[config.mk]
export PLATFORM = sky130hd
export DESIGN_NAME = soundex_encoder
export DESIGN_NICKNAME = d
export VERILOG_FILES = /design/src/sv/sdx_pkg.sv /design/src/sv/soundex_encoder.sv
export VERILOG_INCLUDE_DIRS = /design/src /design/src/sv
export SDC_FILE = /design/constraint.sdc
export NUM_CORES = 1
export LEC_CHECK = 0
export ABC_AREA = 1
export BUFFER_PORTS_ARGS = -buffer_cell sky130_fd_sc_hd__clkbuf_2
export CAP_MARGIN = 15
export CORE_MARGIN = 5
export CORE_UTILIZATION = 55
export DETAILED_ROUTE_END_ITERATION = 12
export GPL_TIMING_DRIVEN = 0
export PLACE_DENSITY_LB_ADDON = 0.05
export SLEW_MARGIN = 20
export SYNTH_ARGS = -nofsm -noshare
export SYNTH_HDL_FRONTEND = slang
export SYNTH_SLANG_ARGS = --single-unit
[constraint.sdc]
create_clock -name clock -period 5.2 [get_ports clock]
set_input_delay 0.52 -clock clock [delete_from_list [all_inputs] [get_ports clock]]
set_output_delay 0.52 -clock clock [all_outputs]
set_load 0.02 [all_outputs]
[src/sv/soundex_encoder_macros.svh]
// Assertion helpers for the soundex encoder.
// Each use expects the module to have clock and reset signals in scope.
`ifndef SOUNDEX_ENCODER_MACROS_SVH
`define SOUNDEX_ENCODER_MACROS_SVH

// Same-cycle implication, disabled while reset is high.
`define SDX_ASSERT_NOW(label, cond, conseq, msg) \
   label: assert property (@(posedge clock) disable iff (reset) \
      (cond) |-> (conseq)) else $error(msg);

// Next-cycle implication, disabled while reset is high.
`define SDX_ASSERT_NEXT(label, cond, conseq, msg) \
   label: assert property (@(posedge clock) disable iff (reset) \
      (cond) |=> (conseq)) else $error(msg);

`endif

[src/sv/sdx_pkg.sv]
`timescale 1ns / 1ps
`default_nettype none

package sdx_pkg;

   typedef logic [7:0] char_type;
   typedef logic [2:0] class_type;
   typedef logic [1:0] count_type;
   typedef logic [5:0] digit_type;

   localparam class_type CLASS_NONE = 3'd0;
   localparam class_type CLASS_LABIAL = 3'd1;
   localparam class_type CLASS_GUTTURAL = 3'd2;
   localparam class_type CLASS_DENTAL = 3'd3;
   localparam class_type CLASS_LATERAL = 3'd4;
   localparam class_type CLASS_NASAL = 3'd5;
   localparam class_type CLASS_RHOTIC = 3'd6;

   localparam count_type CODE_DIGITS_FULL = 2'd3;

   // Upper bits of ASCII '0'; the class fills the low three bits.
   localparam logic [2:0] ASCII_DIGIT_HIGH = 3'b110;

   function automatic class_type class_of(input char_type ch);
      class_type cls;
      begin
         case (ch) inside
            "b", "f", "p", "v": cls = CLASS_LABIAL;
            "c", "g", "j", "k", "q", "s", "x", "z": cls = CLASS_GUTTURAL;
            "d", "t": cls = CLASS_DENTAL;
            "l": cls = CLASS_LATERAL;
            "m", "n": cls = CLASS_NASAL;
            "r": cls = CLASS_RHOTIC;
            default: cls = CLASS_NONE;
         endcase
         class_of = cls;
      end
   endfunction

   function automatic digit_type to_ascii(input class_type cls);
      to_ascii = {ASCII_DIGIT_HIGH, cls};
   endfunction

endpackage

`default_nettype wire

[src/sv/soundex_encoder.sv]
`timescale 1ns / 1ps
`default_nettype none
// Soundex encoder: one character per transaction on the req_ channel, word_end
// set on the last character of a word. One code comes out on the rsp_ channel
// per word: the first character unchanged, then three ASCII digits '0'..'6'
// (padded with '0' when fewer than three classes were found).
// Pipeline: an input register, then the per-character class lookup and
// compare, then the result register. A word's code is loaded into the result
// register as its last character leaves the input register; that character
// waits there while a code is stalled. rsp_valid rises with the load.
// Throughput: one character per cycle while no word_end waits; the class
// lookup and word state update fit in the single stage between the registers.
// Reset (synchronous, active high) empties both registers and readies the
// block for the first character of a new word.
// When rsp_stall holds a code, characters without word_end keep flowing; a
// word_end character waits in the input register and req_stall rises once
// that register is occupied and cannot advance.
// Both sides follow valid/stall: a transaction moves on a rising edge with
// valid high and stall low.
module soundex_encoder (
   input  wire                 clock,
   input  wire                 reset,
   input  wire                 req_valid,
   output logic                req_stall,
   input  wire sdx_pkg::char_type  req_letter,
   input  wire                 req_word_end,
   output logic                rsp_valid,
   input  wire                 rsp_stall,
   output sdx_pkg::char_type   rsp_first_char,
   output sdx_pkg::digit_type  rsp_digit_one,
   output sdx_pkg::digit_type  rsp_digit_two,
   output sdx_pkg::digit_type  rsp_digit_three
);
   import sdx_pkg::*;

   // input register
   logic      s1_valid_ff, s1_valid_in;
   char_type  s1_letter_ff;
   logic      s1_word_end_ff;
   logic      s1_advance;
   logic      req_take;

   // word state
   logic      awaiting_first_ff, awaiting_first_in;
   char_type  held_first_ff, held_first_in;
   class_type prev_class_ff, prev_class_in;
   count_type digit_count_ff, digit_count_in;
   class_type digits_ff [3];
   class_type digits_in [3];
   class_type cur_class;

   // result register
   logic      rsp_valid_ff, rsp_valid_in;
   char_type  rsp_first_ff;
   digit_type rsp_one_ff, rsp_two_ff, rsp_three_ff;
   logic      rsp_load;

   // A word_end character needs the result slot free; others always advance.
   assign s1_advance = s1_valid_ff && (!s1_word_end_ff || !rsp_valid_ff || !rsp_stall);
   assign req_stall  = s1_valid_ff && !s1_advance;
   assign req_take   = req_valid && !req_stall;
   assign rsp_load   = s1_advance && s1_word_end_ff;

   always_comb begin
      s1_valid_in = s1_valid_ff && !s1_advance;
      if (req_take) begin
         s1_valid_in = 1'b1;
      end
   end

   always_ff @(posedge clock) begin
      if (reset) begin
         s1_valid_ff <= 1'b0;
      end else begin
         s1_valid_ff <= s1_valid_in;
      end
      if (req_take) begin
         s1_letter_ff   <= req_letter;
         s1_word_end_ff <= req_word_end;
      end
   end

   assign cur_class = class_of(s1_letter_ff);

   always_comb begin
      awaiting_first_in = awaiting_first_ff;
      held_first_in     = held_first_ff;
      prev_class_in     = prev_class_ff;
      digit_count_in    = digit_count_ff;
      digits_in         = digits_ff;
      if (awaiting_first_ff) begin
         held_first_in     = s1_letter_ff;
         awaiting_first_in = 1'b0;
         prev_class_in     = CLASS_NONE;
         digit_count_in    = '0;
         digits_in[0]      = CLASS_NONE;
         digits_in[1]      = CLASS_NONE;
         digits_in[2]      = CLASS_NONE;
      end else if (digit_count_ff != CODE_DIGITS_FULL && cur_class != CLASS_NONE) begin
         if (cur_class != prev_class_ff) begin
            digits_in[digit_count_ff] = cur_class;
            digit_count_in            = digit_count_ff + 2'd1;
         end
         prev_class_in = cur_class;
      end
   end

   always_ff @(posedge clock) begin
      if (reset || rsp_load) begin
         // drop the word state once its code is out
         awaiting_first_ff <= 1'b1;
         held_first_ff     <= '0;
         prev_class_ff     <= CLASS_NONE;
         digit_count_ff    <= '0;
         digits_ff[0]      <= CLASS_NONE;
         digits_ff[1]      <= CLASS_NONE;
         digits_ff[2]      <= CLASS_NONE;
      end else if (s1_advance) begin
         awaiting_first_ff <= awaiting_first_in;
         held_first_ff     <= held_first_in;
         prev_class_ff     <= prev_class_in;
         digit_count_ff    <= digit_count_in;
         digits_ff         <= digits_in;
      end
   end

   always_comb begin
      rsp_valid_in = rsp_valid_ff && rsp_stall;
      if (rsp_load) begin
         rsp_valid_in = 1'b1;
      end
   end

   always_ff @(posedge clock) begin
      if (reset) begin
         rsp_valid_ff <= 1'b0;
      end else begin
         rsp_valid_ff <= rsp_valid_in;
      end
      if (rsp_load) begin
         rsp_first_ff <= held_first_in;
         rsp_one_ff   <= to_ascii(digits_in[0]);
         rsp_two_ff   <= to_ascii(digits_in[1]);
         rsp_three_ff <= to_ascii(digits_in[2]);
      end
   end

   assign rsp_valid       = rsp_valid_ff;
   assign rsp_first_char  = rsp_first_ff;
   assign rsp_digit_one   = rsp_one_ff;
   assign rsp_digit_two   = rsp_two_ff;
   assign rsp_digit_three = rsp_three_ff;

`include "soundex_encoder_macros.svh"

   `SDX_ASSERT_NOW(a_fresh_word_clear, awaiting_first_ff,
      (digit_count_ff == 2'd0) && (prev_class_ff == CLASS_NONE),
      "word state not clear while awaiting first character")
   `SDX_ASSERT_NOW(a_unused_digits_zero, digit_count_ff == 2'd0,
      (digits_ff[0] == CLASS_NONE) && (digits_ff[1] == CLASS_NONE) &&
      (digits_ff[2] == CLASS_NONE),
      "digit held beyond count")
   `SDX_ASSERT_NEXT(a_word_end_emits, rsp_load, rsp_valid_ff && awaiting_first_ff,
      "word end did not produce a code and restart")
   `SDX_ASSERT_NOW(a_stall_reason, req_stall,
      s1_valid_ff && s1_word_end_ff && rsp_valid_ff && rsp_stall,
      "input stalled without a blocked word end")

endmodule

`default_nettype wire

==> out/metrics.csv <==
metric,value,unit
status,"finished, final reports clean",
WHS,0.380,ns
Residual DRC,0,
global-route wire length before repair,8.67,mm
startpoint types,flip-flop,
critical path capture point type,flip-flop,
Synth Cell Area,0.00258,mm2
# resized after CTS,0,
yosys synthesis warning count,0,
cts bufs inserted,5,
Non-Filler Instances,416,
share of cells above drive strength 1,0.196,
final hold violation count,0,
MaxCap Viol Count,0,
overall power consumption,0.782,mW
worst-path cell chain,nand2_1 -> inv_1 -> nand2_1 -> nand2_1 -> inv_1 -> nand2_1 -> nand2_1 -> inv_1 -> clkbuf_2 -> o21ai_0 -> a21oi_1,
Routed WL per cell,12.1,um
vias per cell,4.95,
core area,0.00463,mm2
Area Overhead vs Synth,12.8,%
Detailed Routing Iterations Pass 1,4,
slew margin rel.,0.480,
Top Usage Layer GRT,met2,
met1 Use GR,0.245,
Peak VDD IR,0.000138,V
Clock Latency Late Sink,0.30,ns
Die Ht,78.6,um
pre-CTS WS,2.80,ns
final period utilization,0.412,
"commonest non-fill, non-tap cell in the layout",nand2_1,
die width,78.6,um
power per cell area,268,mW/mm2
final core occ,0.630,
Hold Crit Class,primary input to flip-flop,
HPWL Detailed,3.77,mm
CP arrival,2.37,ns
Synth area leader,edfxtp_1,
number of port buffers,31,
grt ovf,0,
Worst path max stage delay,0.34,ns
Setup CP Type,flip-flop to flip-flop,
Rows,25,
CTS H-tree lvls,2,
cts hold-fix bufs,0,
routability cong.,0.835,
CTS Sinks,51,
antenna cells,0,
Syn Inst Count,316,
Final ANT Viol Nets,0,
Clock Skew,0.00757,ns
Initial Utilization,0.558,
total track usage,0.179,
WP data required,5.43,ns
setup bufs post-CTS,0,
setup_tns,0,ns
vias in the first global route,1919,
fin crit period,2.14,ns
"Distinct cells, synth",27,
"Avg Cell Area, Syn",8.18,um2
Total Wirelength,5.05,mm
Vias,2060,
met3 usage,0.0310,
initial DRC count,145,
"slowest stage cell, crit path",dfxtp_1,
post-synth top area share,0.302,
pin count of the biggest net entering global routing,19,
placed cell count,408,
post-route cell area,0.00292,mm2
fmax,0.467,GHz
sequential area share after synthesis,0.496,
Worst-Margin Slew,0.778,ns
# setup viols final,0,
most frequent cells in the layout,"nand2_1 (81), inv_1 (45), clkbuf_2 (32)",
P_leak,1.40,nW
die area,0.00617,mm2
Final WS setup,3.06,ns
Crit Path Max Fanout,10,
Max clock buf depth,2,
Area contributors post-synth,"edfxtp_1 (30%), dfxtp_1 (19%), nand2_1 (12%)",
RSZ-0062 raised after global routing,false,
root buffer cell,clkbuf_8,
met2 global-route usage,0.287,
CTS tree,built,
#FFs+latches synth,51,
I/O Pins,41,
# nets final,378,
Area after DPL,0.00283,mm2
initial antenna violation count,0,
clock transition at the registers of the reported paths,0.09,ns
"Slew Viols, Final",0,
CP dominant cell by count,nand2_1,
==> critical path: cells and delay by family (launching register included) <==
family / cells / cell delay [ns]
AO/OA/AOI/OAI: 2 / 0.27
buffers and inverters: 4 / 0.74
flip-flops: 1 / 0.34
AND/OR/NAND/NOR: 5 / 0.72
==> cells by family (layout without fill, tap and decap cells) <==
logic type / count (synthesis) / in the layout / synth area share
buffers and inverters: 63 / 102 / 0.115
other: 2 / 9 / 0.00291
flip-flops: 51 / 51 / 0.496
adder cells (fa/ha/maj): 4 / 4 / 0.0194
AND/OR/NAND/NOR: 143 / 143 / 0.258
AO/OA/AOI/OAI: 52 / 52 / 0.105
XOR/XNOR: 1 / 1 / 0.00339
==> per-layer routing <==
metal,share of wire,vias up
li1,-,1085
met1,0.47,910
met2,0.45,57
met3,0.066,8
met4,0.012,0
met5,0,-
==> power breakdown <==
part,total [mW],switching [mW],internal (mW)
registers,0.453,0.0110,0.442
logic,0.113,0.0747,0.0386
clock network,0.216,0.122,0.0947
total,0.782,0.207,0.575
==> synth_stat cells, drive strengths merged <==
library cell   n
nand2         90
inv           47
nand3         29
o21ai         29
edfxtp        26
dfxtp         25
a21oi         23
nor2          21
buf           10
clkbuf         5
ha             4
conb           2
nand4          2
bufbuf         1
nand3b         1
xor2           1
==> flip-flops by register name, summed over array words and instances, names as in the netlist <==
signal	flops
s1_letter_ff	8
rsp_digit_one	3
awaiting_first_ff	1
digits_ff	9
rsp_valid	1
rsp_digit_two	3
rsp_digit_three	3
s1_valid_ff	1
held_first_ff	8
rsp_first_char	8
s1_word_end_ff	1
digit_count_ff	2
prev_class_ff	3
==> worst paths after layout <==
check / startpoint / end / slack, ns / cells after the start
worst max-delay path: rsp_valid / prev_class_ff[0] / 3.06 / 11
worst min-delay path: reset / s1_valid_ff / 0.38 / 2
worst max register to register: rsp_valid / prev_class_ff[0] / 3.06 / 11
worst min register to register: held_first_ff[2] / held_first_ff[2] / 0.47 / 2
==> area by class of cell <==
class,count,area [um2]
Fill cell,420,1710
Clock inverter,1,5.00
Tap cell,54,67.6
Clock buffer,7,76.3
Multi-Input combinational cell,209,1030
Buffer,16,121
Timing Repair Buffer,31,155
Inverter,47,176
Sequential cell,51,1280
Power figures use the tool's default switching activity.
